## src/hdl/mh2_pkg.sv

```systemverilog
// Package for the MurmurHash2 engine: constants, state and command types.
// Used by mh2_ctrl, mh2_datapath and murmur2_hash_engine; depends on nothing.
package mh2_pkg;

   localparam int unsigned HASH_W  = 32;
   localparam int unsigned BYTE_W  = 8;
   localparam int unsigned LEN_W   = 31;
   localparam int unsigned PEND_W  = 24;
   localparam int unsigned FILL_W  = 2;

   // Mixing constants of the hash.
   localparam logic [HASH_W-1:0] MUR_M     = 32'h5bd1_e995;
   localparam int unsigned       MUR_R     = 24;
   localparam int unsigned       FIN_SHIFT1 = 13;
   localparam int unsigned       FIN_SHIFT2 = 15;

   // Fill level at which the next byte completes a word.
   localparam logic [FILL_W-1:0] FILL_LAST = 2'd3;

   // Controller states.
   typedef enum logic [2:0] {
      ST_IDLE,
      ST_KMUL1,
      ST_KMUL2,
      ST_HMUL,
      ST_TAIL,
      ST_FIN1,
      ST_RESULT
   } state_type;

   // Datapath operations issued by the controller.
   typedef enum logic [2:0] {
      OP_NONE,
      OP_ACCEPT,
      OP_KMUL1,
      OP_KMUL2,
      OP_HMUL,
      OP_TAIL,
      OP_FIN1,
      OP_RESULT
   } op_type;

   typedef struct packed {
      op_type op;
   } cmd_type;

   typedef struct packed {
      logic word_done;  // accepted request completes a four-byte word
      logic rsp_busy;   // output register holds a result that is stalled
   } status_type;

endpackage

```

## src/hdl/murmur2_hash_engine.sv

```systemverilog
// Top level of the streaming MurmurHash2 engine.
// Depends on mh2_pkg, mh2_ctrl and mh2_datapath.
//
//   Channel  Direction  Handshake           Content
//   req      in         req_valid/req_stall  one key byte, length, first, last
//   rsp      out        rsp_valid/rsp_stall  32-bit hash and length mismatch
//   csr      in         csr_valid/csr_ready  hash seed
//
// A byte that does not complete a word is only packed. A byte that completes
// a word stalls requests while the single shared 32-bit multiplier runs the
// three multiplies of the word mix one after another. A last request then
// runs the tail multiply and the final avalanche, and waits while the
// output register stays stalled.
// Reset is synchronous; it clears the seed and the hash state to zero.
// Requests are taken while a finished result waits in the output register.
module murmur2_hash_engine (
   input  logic                        clock,
   input  logic                        reset,
   input  logic                        req_valid,
   output logic                        req_stall,
   input  logic [mh2_pkg::BYTE_W-1:0]  req_data_byte,
   input  logic [mh2_pkg::LEN_W-1:0]   req_key_length,
   input  logic                        req_first,
   input  logic                        req_last,
   output logic                        rsp_valid,
   input  logic                        rsp_stall,
   output logic [mh2_pkg::HASH_W-1:0]  rsp_hash_value,
   output logic                        rsp_length_mismatch,
   input  logic                        csr_valid,
   output logic                        csr_ready,
   input  logic [mh2_pkg::HASH_W-1:0]  csr_hash_seed
);

   mh2_pkg::cmd_type    cmd;
   mh2_pkg::status_type status;

   // The seed register takes a write in any cycle.
   assign csr_ready = 1'b1;

   mh2_ctrl u_ctrl (
      .clock     (clock),
      .reset     (reset),
      .req_valid (req_valid),
      .req_last  (req_last),
      .req_stall (req_stall),
      .status    (status),
      .cmd       (cmd)
   );

   mh2_datapath u_datapath (
      .clock               (clock),
      .reset               (reset),
      .cmd                 (cmd),
      .status              (status),
      .req_data_byte       (req_data_byte),
      .req_key_length      (req_key_length),
      .req_first           (req_first),
      .req_last            (req_last),
      .csr_valid           (csr_valid),
      .csr_hash_seed       (csr_hash_seed),
      .rsp_hash_value      (rsp_hash_value),
      .rsp_length_mismatch (rsp_length_mismatch),
      .rsp_valid           (rsp_valid),
      .rsp_stall           (rsp_stall)
   );

endmodule

```

## src/hdl/mh2_ctrl.sv

```systemverilog
// Controller state machine for the MurmurHash2 engine.
// Depends on mh2_pkg; drives the datapath through mh2_pkg::cmd_type.
module mh2_ctrl (
   input  logic                clock,
   input  logic                reset,
   input  logic                req_valid,
   input  logic                req_last,
   output logic                req_stall,
   input  mh2_pkg::status_type status,
   output mh2_pkg::cmd_type    cmd
);

   mh2_pkg::state_type state_ff, state_in;
   logic               last_ff, last_in;

   // Next state: a word mix takes three multiply steps, a key end two more and a result step.
   always_comb begin
      state_in = state_ff;
      last_in  = last_ff;
      unique case (state_ff)
         mh2_pkg::ST_IDLE: begin
            if (req_valid) begin
               last_in = req_last;
               if (status.word_done) begin
                  state_in = mh2_pkg::ST_KMUL1;
               end else if (req_last) begin
                  state_in = mh2_pkg::ST_TAIL;
               end
            end
         end
         mh2_pkg::ST_KMUL1: state_in = mh2_pkg::ST_KMUL2;
         mh2_pkg::ST_KMUL2: state_in = mh2_pkg::ST_HMUL;
         mh2_pkg::ST_HMUL: begin
            state_in = last_ff ? mh2_pkg::ST_TAIL : mh2_pkg::ST_IDLE;
         end
         mh2_pkg::ST_TAIL: state_in = mh2_pkg::ST_FIN1;
         mh2_pkg::ST_FIN1: state_in = mh2_pkg::ST_RESULT;
         mh2_pkg::ST_RESULT: begin
            if (!status.rsp_busy) begin
               state_in = mh2_pkg::ST_IDLE;
            end
         end
         default: state_in = mh2_pkg::ST_IDLE;
      endcase
   end

   // Outputs: one datapath operation per state.
   always_comb begin
      req_stall = 1'b1;
      cmd.op    = mh2_pkg::OP_NONE;
      unique case (state_ff)
         mh2_pkg::ST_IDLE: begin
            req_stall = 1'b0;
            if (req_valid) begin
               cmd.op = mh2_pkg::OP_ACCEPT;
            end
         end
         mh2_pkg::ST_KMUL1: cmd.op = mh2_pkg::OP_KMUL1;
         mh2_pkg::ST_KMUL2: cmd.op = mh2_pkg::OP_KMUL2;
         mh2_pkg::ST_HMUL:  cmd.op = mh2_pkg::OP_HMUL;
         mh2_pkg::ST_TAIL:  cmd.op = mh2_pkg::OP_TAIL;
         mh2_pkg::ST_FIN1:  cmd.op = mh2_pkg::OP_FIN1;
         mh2_pkg::ST_RESULT: begin
            if (!status.rsp_busy) begin
               cmd.op = mh2_pkg::OP_RESULT;
            end
         end
         default: cmd.op = mh2_pkg::OP_NONE;
      endcase
   end

   always_ff @(posedge clock) begin
      if (reset) begin
         state_ff <= mh2_pkg::ST_IDLE;
         last_ff  <= 1'b0;
      end else begin
         state_ff <= state_in;
         last_ff  <= last_in;
      end
   end

endmodule

```

## src/hdl/mh2_datapath.sv

```systemverilog
// Datapath of the MurmurHash2 engine: byte packing, shared multiplier,
// hash state, seed register and result register. Depends on mh2_pkg.
module mh2_datapath (
   input  logic                                clock,
   input  logic                                reset,
   input  mh2_pkg::cmd_type                    cmd,
   output mh2_pkg::status_type                 status,
   input  logic [mh2_pkg::BYTE_W-1:0]          req_data_byte,
   input  logic [mh2_pkg::LEN_W-1:0]           req_key_length,
   input  logic                                req_first,
   input  logic                                req_last,
   input  logic                                csr_valid,
   input  logic [mh2_pkg::HASH_W-1:0]          csr_hash_seed,
   output logic [mh2_pkg::HASH_W-1:0]          rsp_hash_value,
   output logic                                rsp_length_mismatch,
   output logic                                rsp_valid,
   input  logic                                rsp_stall
);

   logic [mh2_pkg::HASH_W-1:0] seed_ff;
   logic [mh2_pkg::HASH_W-1:0] hash_ff, hash_in;
   logic [mh2_pkg::HASH_W-1:0] word_ff, word_in;
   logic [mh2_pkg::PEND_W-1:0] pend_ff, pend_in;
   logic [mh2_pkg::FILL_W-1:0] fill_ff, fill_in;
   logic [mh2_pkg::LEN_W-1:0]  seen_ff, seen_in;
   logic [mh2_pkg::LEN_W-1:0]  announced_ff, announced_in;
   logic                       mismatch_ff, mismatch_in;
   logic [mh2_pkg::HASH_W-1:0] rsp_hash_ff;
   logic                       rsp_mismatch_ff;
   logic                       rsp_valid_ff, rsp_valid_in;

   logic [mh2_pkg::HASH_W-1:0] base_hash;
   logic [mh2_pkg::PEND_W-1:0] base_pend;
   logic [mh2_pkg::FILL_W-1:0] base_fill;
   logic [mh2_pkg::LEN_W-1:0]  base_seen;
   logic [mh2_pkg::LEN_W-1:0]  base_announced;
   logic                       take;
   logic [mh2_pkg::HASH_W-1:0] mul_a;
   logic [mh2_pkg::HASH_W-1:0] product;
   logic                       tail_present;

   // Starting point of an accepted request: a first request opens a new key.
   always_comb begin
      if (req_first) begin
         base_hash      = seed_ff ^ {1'b0, req_key_length};
         base_pend      = '0;
         base_fill      = '0;
         base_seen      = '0;
         base_announced = req_key_length;
      end else begin
         base_hash      = hash_ff;
         base_pend      = pend_ff;
         base_fill      = fill_ff;
         base_seen      = seen_ff;
         base_announced = announced_ff;
      end
   end

   // An empty key carries no byte.
   assign take = !(req_first && req_last && (req_key_length == '0));

   assign status.word_done = take && (base_fill == mh2_pkg::FILL_LAST);
   assign status.rsp_busy  = rsp_valid_ff && rsp_stall;
   assign tail_present     = (fill_ff != '0);

   // Shared multiplier operand, one multiply by the constant per step.
   always_comb begin
      unique case (cmd.op)
         mh2_pkg::OP_KMUL2: mul_a = word_ff ^ (word_ff >> mh2_pkg::MUR_R);
         mh2_pkg::OP_HMUL:  mul_a = hash_ff;
         mh2_pkg::OP_TAIL:  mul_a = hash_ff ^ {{(mh2_pkg::HASH_W-mh2_pkg::PEND_W){1'b0}}, pend_ff};
         mh2_pkg::OP_FIN1:  mul_a = hash_ff ^ (hash_ff >> mh2_pkg::FIN_SHIFT1);
         default:           mul_a = word_ff;
      endcase
   end

   assign product = mul_a * mh2_pkg::MUR_M;

   // Next values of the hash state.
   always_comb begin
      hash_in      = hash_ff;
      word_in      = word_ff;
      pend_in      = pend_ff;
      fill_in      = fill_ff;
      seen_in      = seen_ff;
      announced_in = announced_ff;
      mismatch_in  = mismatch_ff;
      unique case (cmd.op)
         mh2_pkg::OP_ACCEPT: begin
            hash_in      = base_hash;
            pend_in      = base_pend;
            fill_in      = base_fill;
            seen_in      = base_seen;
            announced_in = base_announced;
            if (take) begin
               if (base_fill == mh2_pkg::FILL_LAST) begin
                  word_in = {req_data_byte, base_pend};
                  pend_in = '0;
                  fill_in = '0;
               end else begin
                  pend_in = base_pend
                          | ({{(mh2_pkg::PEND_W-mh2_pkg::BYTE_W){1'b0}}, req_data_byte}
                             << {base_fill, 3'b000});
                  fill_in = base_fill + 1'b1;
               end
               seen_in = base_seen + 1'b1;
            end
            mismatch_in = (seen_in != announced_in);
         end
         mh2_pkg::OP_KMUL1, mh2_pkg::OP_KMUL2: begin
            word_in = product;
         end
         mh2_pkg::OP_HMUL: begin
            hash_in = product ^ word_ff;
         end
         mh2_pkg::OP_TAIL: begin
            if (tail_present) begin
               hash_in = product;
            end
         end
         mh2_pkg::OP_FIN1: begin
            hash_in = product;
         end
         mh2_pkg::OP_RESULT: begin
            hash_in      = '0;
            pend_in      = '0;
            fill_in      = '0;
            seen_in      = '0;
            announced_in = '0;
         end
         default: begin
            hash_in = hash_ff;
         end
      endcase
   end

   // Result register is freed when taken and loaded on a finished key.
   always_comb begin
      rsp_valid_in = rsp_valid_ff && rsp_stall;
      if (cmd.op == mh2_pkg::OP_RESULT) begin
         rsp_valid_in = 1'b1;
      end
   end

   always_ff @(posedge clock) begin
      if (reset) begin
         seed_ff      <= '0;
         hash_ff      <= '0;
         pend_ff      <= '0;
         fill_ff      <= '0;
         seen_ff      <= '0;
         announced_ff <= '0;
         rsp_valid_ff <= 1'b0;
      end else begin
         if (csr_valid) begin
            seed_ff <= csr_hash_seed;
         end
         hash_ff      <= hash_in;
         pend_ff      <= pend_in;
         fill_ff      <= fill_in;
         seen_ff      <= seen_in;
         announced_ff <= announced_in;
         rsp_valid_ff <= rsp_valid_in;
      end
   end

   // Payload registers without reset.
   always_ff @(posedge clock) begin
      word_ff     <= word_in;
      mismatch_ff <= mismatch_in;
      if (cmd.op == mh2_pkg::OP_RESULT) begin
         rsp_hash_ff     <= hash_ff ^ (hash_ff >> mh2_pkg::FIN_SHIFT2);
         rsp_mismatch_ff <= mismatch_ff;
      end
   end

   assign rsp_hash_value      = rsp_hash_ff;
   assign rsp_length_mismatch = rsp_mismatch_ff;
   assign rsp_valid           = rsp_valid_ff;

endmodule
```

## config.mk

```make
export PLATFORM = sky130hd
export DESIGN_NAME = murmur2_hash_engine
export DESIGN_NICKNAME = d
export VERILOG_FILES = /design/src/hdl/mh2_pkg.sv /design/src/hdl/murmur2_hash_engine.sv /design/src/hdl/mh2_ctrl.sv /design/src/hdl/mh2_datapath.sv
export SDC_FILE = /design/constraint.sdc
export NUM_CORES = 1
export LEC_CHECK = 0
export BUFFER_PORTS_ARGS = -buffer_cell sky130_fd_sc_hd__buf_4
export CAP_MARGIN = 20
export CORE_ASPECT_RATIO = 0.7
export CORE_MARGIN = 1
export CORE_UTILIZATION = 57
export CTS_CLUSTER_SIZE = 25
export DETAILED_ROUTE_END_ITERATION = 10
export MAX_ROUTING_LAYER = met4
export PLACE_DENSITY = 0.78
export SLEW_MARGIN = 20
export SYNTH_ARGS = -nofsm -noshare
export SYNTH_HDL_FRONTEND = slang
export SYNTH_HIERARCHICAL = 1
export SYNTH_SLANG_ARGS = --single-unit
```

## constraint.sdc

```tcl
create_clock -name clock -period 8.9 [get_ports clock]
set_clock_uncertainty 0.05 [all_clocks]
set_input_delay 0.89 -clock clock [delete_from_list [all_inputs] [get_ports clock]]
set_output_delay 0.89 -clock clock [all_outputs]
set_load 0.02 [all_outputs]
```

# Word level (Yosys, flattened, before mapping)
# Cells that the tools add are included.
[word_totals]
ff_bits = 223
word_cells = 94
input_bits = 78
output_inout_bits = 36
[classes]
bitwise_logic = 7
addsub = 2
mul = 1
n_reduce_logical = 16
n_eq_ne = 22
n_shift = 1
muxes = 32
[ops]
columns = ["operator", "count"]
rows = [
  ["$pmux 32 s5", 1],
  ["$mux 32", 4],
  ["$pmux 32 s4", 1],
  ["$mux 31", 4],
  ["$pmux 31 s2", 2],
  ["$mux 24", 3],
  ["$pmux 32 s2", 1],
  ["$pmux 24 s2", 1],
  ["$pmux 3 s7", 2],
  ["$mul 32x31->32 const B", 1],
  ["$xor 32x17->32", 1],
  ["$xor 32x19->32", 1],
  ["$xor 32x24->32", 1],
  ["$xor 32x31->32", 1],
  ["$xor 32x32->32", 1],
  ["$xor 32x8->32", 1],
  ["$add 31x1->31 const B", 1],
  ["$logic_not 31->1", 1],
  ["$ne 31x31->1", 1],
  ["$or 24x24->24", 1],
  ["$shl 8x5->24", 1],
  ["$eq 3x3->1 const B", 7],
  ["$mux 3", 6],
  ["$eq 3x2->1 const B", 4],
  ["other kinds (17)", 33],
]

# Depth between registers and ports, before layout
# Gate-level depths: netlist of the first run.
[logic_depth]
ltp_word = 8
ltp_mapped = 42
mapped_depth_nobuf = 40

# By module
# Netlist of the first run, hierarchy kept.
[by_module_without_submodules]
columns = ["module", "area_per_inst_um2", "seq_area_each_um2", "cells_per_inst", "instances"]
rows = [
  ["mh2_datapath", 20553.5, 5044.8, 2302, 1],
  ["mh2_ctrl", 277.8, 80.1, 34, 1],
  ["murmur2_hash_engine", 11.3, 0.0, 2, 1],
]

# Worst setup path before layout of the first run
# No wires, ideal clock.
[synth_timing]
path_type = "input-to-reg"
start = "input port rsp_stall"
end = "register u_datapath/hash_ff[30] (netlist bit)"
path_stages = 38
path_slack_ns = -0.845
setup_time_ns = 0.092
n_path_buf = 5
arrival_ns = 9.603
t_required_ns = 8.758
path_cell_list = "nand2_1 inv_1 o21ai_0 nand2_1 o21ai_0 buf_2 clkbuf_1 buf_1 clkbuf_1 clkbuf_1 o21ai_0 o21ai_0 ha_1 ha_1 fa_1 inv_1 fa_1 inv_1 (+2 left out) fa_1 inv_1 fa_1 inv_1 fa_1 inv_1 ha_1 a21o_1 a21o_1 a21oi_1 o21ai_0 a221oi_1 a21bo_2 a211oi_1 xor2_1 mux2i_1 a21oi_1 nor4_1"
[synth_lines]
columns = ["item", "line_no", "text"]
rows = [
  ["from (decl)", "murmur2_hash_engine.sv:26", "input logic rsp_stall,"],
  ["to (signal assigned)", "mh2_datapath.sv:158", "hash_ff <= hash_in;"],
  ["to (decl)", "mh2_datapath.sv:21", "logic [mh2_pkg::HASH_W-1:0] hash_ff, hash_in;"],
]

==> results.py, run 1 <==
metrics = {
    "status": {
        "status": "finished clean",
    },
    "timing": {
        "finalSetupViolCount": 0,
        "max-slew-margin-rel": 0.214,
        "fmax_mhz": 117,
        "finalSetupTns_ns": 0,
        "period_minus_slack_ns": 8.54,
        "worst_pin_slew_ns": 1.18,
        "finalCritPeriodShare": 0.959,
        "hold_violations": 0,
        "finalMaxSlewViolations": 0,
    },
    "clocking": {
        "cts_resized": 0,
        "clock_latency_ns": 0.54,
        "numCtsBuffers": 22,
        "cts_tree": "yes",
        "cts_num_sinks": 223,
        "cts_hold_buffers": 0,
        "post-cts-setup-buffers": 0,
        "cts-root-buf": "clkbuf_16",
        "cts_buffer_depth": 3,
        "htree_num_levels": 1,
        "clkSlewWorstSetupHoldPaths_ns": 0.07,
    },
    "route": {
        "wl_met1_um": 32400,
        "drtIter0Drc": 2513,
        "drcViolationCount": 0,
        "wl_um": 72400,
        "viasPerCell": 5.99,
        "drt-wirelength-per-cell_um": 23.5,
        "met2_length_um": 29200,
        "topRoutingLayerUsed": "met4",
        "num_vias": 18452,
        "antenna_left": 0,
        "drt-pass1-iter-count": 8,
        "met3_length_um": 9560,
    },
    "logic_synthesis": {
        "synthTopCellsByArea": "fa_1, dfxtp_1, ha_1",
        "yosysTopAreaCellShare": 0.171,
        "yosysSeqAreaShare": 0.246,
        "ys_ff_latch": 223,
        "synth_cells": 2338,
        "synth_area_um2": 20800,
        "synth-edff-count": 66,
        "yosysWarnings": 6,
        "ys.flop_type": "dfxtp_1",
        "syn-num-nets": 2811,
        "async_flop_share": 0,
        "synth_cell_types": 81,
        "yosysTopAreaCell": "fa_1",
        "synth.avg_cell_area_um2": 8.91,
    },
    "layout": {
        "final_nets": 3055,
        "area_delta_synth_final_pct": 17.4,
        "fin_cells": 3079,
        "utilization": 0.680,
        "final_common_cell": "inv_1",
        "drive_above_1_share": 0.159,
        "layout_common_cells": "inv_1, buf_4, nor2_1, ha_1, fa_1",
    },
    "global_route": {
        "grt_max_degree": 90,
        "antenna_found_initial": 1,
        "grt_pass1_wl_um": 109000,
        "grt_remaining_overflow": 0,
        "grt_use_total": 0.403,
        "grt_pass1_vias": 17808,
    },
    "die": {
        "coreArea_um2": 36000,
        "die_w_um": 231,
        "die_area_um2": 37300,
        "rows": 58,
        "die_h_um": 162,
        "start_util": 0.579,
        "ioPinCount": 114,
    },
    "worst_setup_path": {
        "arrival_ns": 8.84,
        "end_kind": "flop",
        "slowest_stage": "dfxtp_1",
        "slowest_delay_ns": 0.64,
        "path_max_fanout": 12,
        "critPathKind": "flop to flop",
        "cp-start-kind": "flop",
        "cp.required_ns": 9.20,
    },
    "placement": {
        "place_inst": 3038,
        "dp.final_hpwl_um": 57900,
        "portBuffers": 112,
        "gp_congestion": 1.03,
    },
    "worst_hold_path": {
        "hp-class": "flop to flop",
    },
    "flow_run": {
        "cap_violations": 0,
    },
}
[sequential cells by signal, summed over array words and instances (netlist names)]
signal,cells
u_datapath/word_ff,32
u_datapath/rsp_valid,1
u_ctrl/last_ff,1
u_datapath/rsp_length_mismatch,1
u_datapath/hash_ff,32
u_datapath/mismatch_ff,1
u_datapath/pend_ff,24
u_datapath/fill_ff,2
u_datapath/seen_ff,31
u_datapath/announced_ff,31
u_ctrl/state_ff,3
u_datapath/seed_ff,32
u_datapath/rsp_hash_value,32
[final cells by class]
class / count / area [um2]
fillers: 2919 / 11500
repair buffers: 328 / 2620
flip-flops and latches: 223 / 5130
diodes: 1 / 2.50
inverters: 375 / 1410
clock buffers: 32 / 628
clock inverters: 8 / 65.1
multi-input cells: 1632 / 14000
well taps: 480 / 601
[metal layers]
| layer | vias to the layer above | track usage |
|---|---|---|
| met3 | 95 | 0.108 |
| met5 | - | - |
| met1 | 8957 | 0.606 |
| met4 | 0 | 0.0759 |
| li1 | 8329 | - |
| met2 | 1071 | 0.538 |
[worst paths after layout]
kind / start / endpoint / slack [ns] / cells past startpoint
setup / recovery: u_ctrl/state_ff[0]$_SDFFE_PP0P_ / u_datapath/hash_ff[28]$_SDFFE_PP0P_ / 0.36 / 33
hold / removal: u_datapath/mismatch_ff$_DFFE_PP_ / u_datapath/rsp_length_mismatch$_DFFE_PP_ / 0.39 / 0
setup reg to reg: u_ctrl/state_ff[0]$_SDFFE_PP0P_ / u_datapath/hash_ff[28]$_SDFFE_PP0P_ / 0.36 / 33
hold reg to reg: u_datapath/mismatch_ff$_DFFE_PP_ / u_datapath/rsp_length_mismatch$_DFFE_PP_ / 0.39 / 0
[critical path, delay by kind of cell, from the launching register on]
family | cells | cell delay (ns)
AOI/OAI and AO/OA | 12 | 2.62
xor gates and xnor gates | 1 | 0.23
adders and majority gates | 9 | 3.82
buffers and inverters | 8 | 0.62
DFF | 1 | 0.64
and+or+nand+nor | 3 | 0.38
[cells by family after synthesis]
logic type                 share of synthesized area
and+or+nand+nor                                0.119
adders and majority gates                      0.301
other                                       0.000180
AOI/OAI and AO/OA                              0.148
xor gates and xnor gates                      0.0762
DFF                                            0.246
buffers and inverters                         0.0882
muxes                                         0.0217
[synthesized netlist by cell type, types with 15 or more instances]
library cell  count
o21ai_0         123
nand2b_1         19
nor2_1          220
clkbuf_1         82
xnor2_1          89
ha_1            217
buf_1            16
xor2_1           88
inv_1           372
a22oi_1          83
fa_1            178
dfxtp_1         157
mux2i_1          44
nand3_1          51
a211oi_1         15
a32oi_1          15
nor3_1           30
nand2_1         144
a21oi_1          96
o211ai_1         22
edfxtp_1         66
[through the flow]
step	setup slack (ns)	area [um2]	hold WS, ns
floorplan	0.000273	20900	0.350
global placement	-0.190	23700	0.360
detailed placement	-0.473	23700	0.357
CTS	0.0228	24400	0.388
global route	-0.0658	24500	0.408
finish	0.364	24500	0.387
Power of run 1 is not shown: default switching activity piles up to over one toggle a cycle in this logic, so the estimate is an artifact.
==> inputs of run 2 (changes only) <==
--- a/config.mk
+++ b/config.mk
@@ -7,10 +7,8 @@
 export LEC_CHECK = 0
 export BUFFER_PORTS_ARGS = -buffer_cell sky130_fd_sc_hd__buf_4
 export CAP_MARGIN = 20
-export CORE_ASPECT_RATIO = 0.7
 export CORE_MARGIN = 1
 export CORE_UTILIZATION = 57
-export CTS_CLUSTER_SIZE = 25
 export DETAILED_ROUTE_END_ITERATION = 10
 export MAX_ROUTING_LAYER = met4
 export PLACE_DENSITY = 0.78
==> run 2 against run 1 <==
The run now ends with design-rule violations left. Sequential cell count unchanged. Core utilization decreased by 0.46 points. Fmax decreased by 0.71%. Via count decreased by 0.38%. Final cell count decreased by 1.8%. First-iteration DRC count decreased by 17%. Critical path depth increased by 2.
==> results.py, run 2 (synthesis results as in run 1) <==
metrics = {
    "layout": {
        "multiInputGateArea_um2": 14000,
        "layout_common_cells": "inv_1, buf_4, nor2_1",
        "final_nets": 3019,
        "final_common_cell": "inv_1",
        "nFillCells": 2865,
        "area_delta_synth_final_pct": 15.8,
        "diodes": 0,
        "seq_area_um2": 5130,
        "drive_above_1_share": 0.144,
        "utilization": 0.675,
        "fin_cells": 3023,
    },
    "timing": {
        "fin_ws_ns": 0.303,
        "worst_pin_slew_ns": 1.24,
        "fmax_mhz": 116,
        "hold_violations": 0,
        "finalSetupViolCount": 0,
        "period_minus_slack_ns": 8.60,
        "finalCritPeriodShare": 0.966,
        "max-slew-margin-rel": 0.164,
        "finalSetupTns_ns": 0,
        "finalMaxSlewViolations": 0,
    },
    "clocking": {
        "post-cts-setup-buffers": 0,
        "cts_hold_buffers": 0,
        "cts-root-buf": "clkbuf_16",
        "htree_num_levels": 1,
        "clkSlewWorstSetupHoldPaths_ns": 0.07,
        "cts_num_sinks": 223,
        "clock_latency_ns": 0.53,
        "numCtsBuffers": 23,
        "cts_buffer_depth": 3,
        "cts_tree": "yes",
    },
    "placement": {
        "place_inst": 2982,
        "gp_congestion": 1.02,
        "pre_cts_ws_ns": -0.305,
        "portBuffers": 112,
        "dp.final_hpwl_um": 52900,
    },
    "die": {
        "coreArea_um2": 35700,
        "die_area_um2": 37300,
        "die_h_um": 193,
        "start_util": 0.583,
        "ioPinCount": 114,
        "rows": 69,
        "die_w_um": 193,
    },
    "global_route": {
        "grt_use_total": 0.374,
        "busiest_layer": "met2",
        "grt_pass1_wl_um": 105000,
        "antenna_found_initial": 0,
        "grt_pass1_vias": 18294,
        "use_met1": 0.495,
        "grt_remaining_overflow": 0,
        "grt_util_met3": 0.0626,
        "met2_usage": 0.582,
        "grt_max_degree": 85,
    },
    "worst_setup_path": {
        "path_max_fanout": 8,
        "rrSetupSlack_ns": 0.36,
        "cp-startpoint": "rsp_stall",
        "arrival_ns": 8.78,
        "end_kind": "flop",
        "slowest_stage": "fa_1",
        "cp.required_ns": 9.08,
        "crit_buf_inv": 10,
        "r2r-start": "u_ctrl/state_ff[1]$_SDFFE_PP0P_",
        "cp-start-kind": "input port",
        "slowest_delay_ns": 0.55,
        "critPathKind": "input port to flop",
        "crit_family": "adder cells",
    },
    "route": {
        "antenna_left": 0,
        "drt-wirelength-per-cell_um": 22.4,
        "viasPerCell": 6.08,
        "wl_um": 67800,
        "drcViolationCount": 4,
        "drt-pass1-iter-count": 11,
        "drtIter0Drc": 2090,
        "num_vias": 18381,
    },
    "status": {
        "violations": "design-rule violations",
        "status": "complete, but fails checks",
    },
    "flow_run": {
        "cap_violations": 0,
    },
    "worst_hold_path": {
        "worstHoldStart": "u_datapath/mismatch_ff$_DFFE_PP_",
        "hp-class": "flop to flop",
    },
}
-- run 2: cell types whose count changed in the layout (fill, tap and decap cells not counted), moves of 3 or more --
cell / previous run / this run
clkbuf_16: 22 / 26
clkbuf_1: 6 / 9
buf_12: 12 / 8
o21ai_1: 10 / 7
o21ai_0: 110 / 114
buf_4: 315 / 282
o21ai_2: 7 / 4
-- run 2: final cells by class --
| class | instances | area share |
|---|---|---|
| inverters | 375 | 0.0583 |
| clock buffers | 37 | 0.0295 |
| clock inverters | 4 | 0.00104 |
| multi-input cells | 1632 | 0.580 |
| well taps | 461 | 0.0239 |
| repair buffers | 291 | 0.0948 |
| flip-flops and latches | 223 | 0.212 |
-- run 2: path summary, 6_finish.rpt --
kind | end | cells after the start
min reg2reg | u_datapath/rsp_length_mismatch$_DFFE_PP_ | 0
min | u_datapath/rsp_length_mismatch$_DFFE_PP_ | 0
max | u_datapath/word_ff[28]$_DFFE_PP_ | 35
max reg2reg | u_datapath/word_ff[28]$_DFFE_PP_ | 32
-- run 2: layer usage --
layer	vias to the layer above	part of all wire
met2	970	0.46
met4	0	0.041
met1	8977	0.41
met3	173	0.096
li1	8261	-
met5	-	0
-- run 2: through the flow --
stage	cell area, um2	hold WS (ns)
after floorplan	20900	0.350
after global placement	23300	0.371
after detailed placement	23300	0.380
after CTS	24100	0.399
after global routing	24100	0.411
final	24100	0.397
-- run 2: timing repair --
action                                  4_1_cts  5_1_grt
endpoints found under the setup margin        0        8
hold endpoints to repair                      0        0
gates resized for setup                       0       16
Power of run 2 is left out for the same reason.
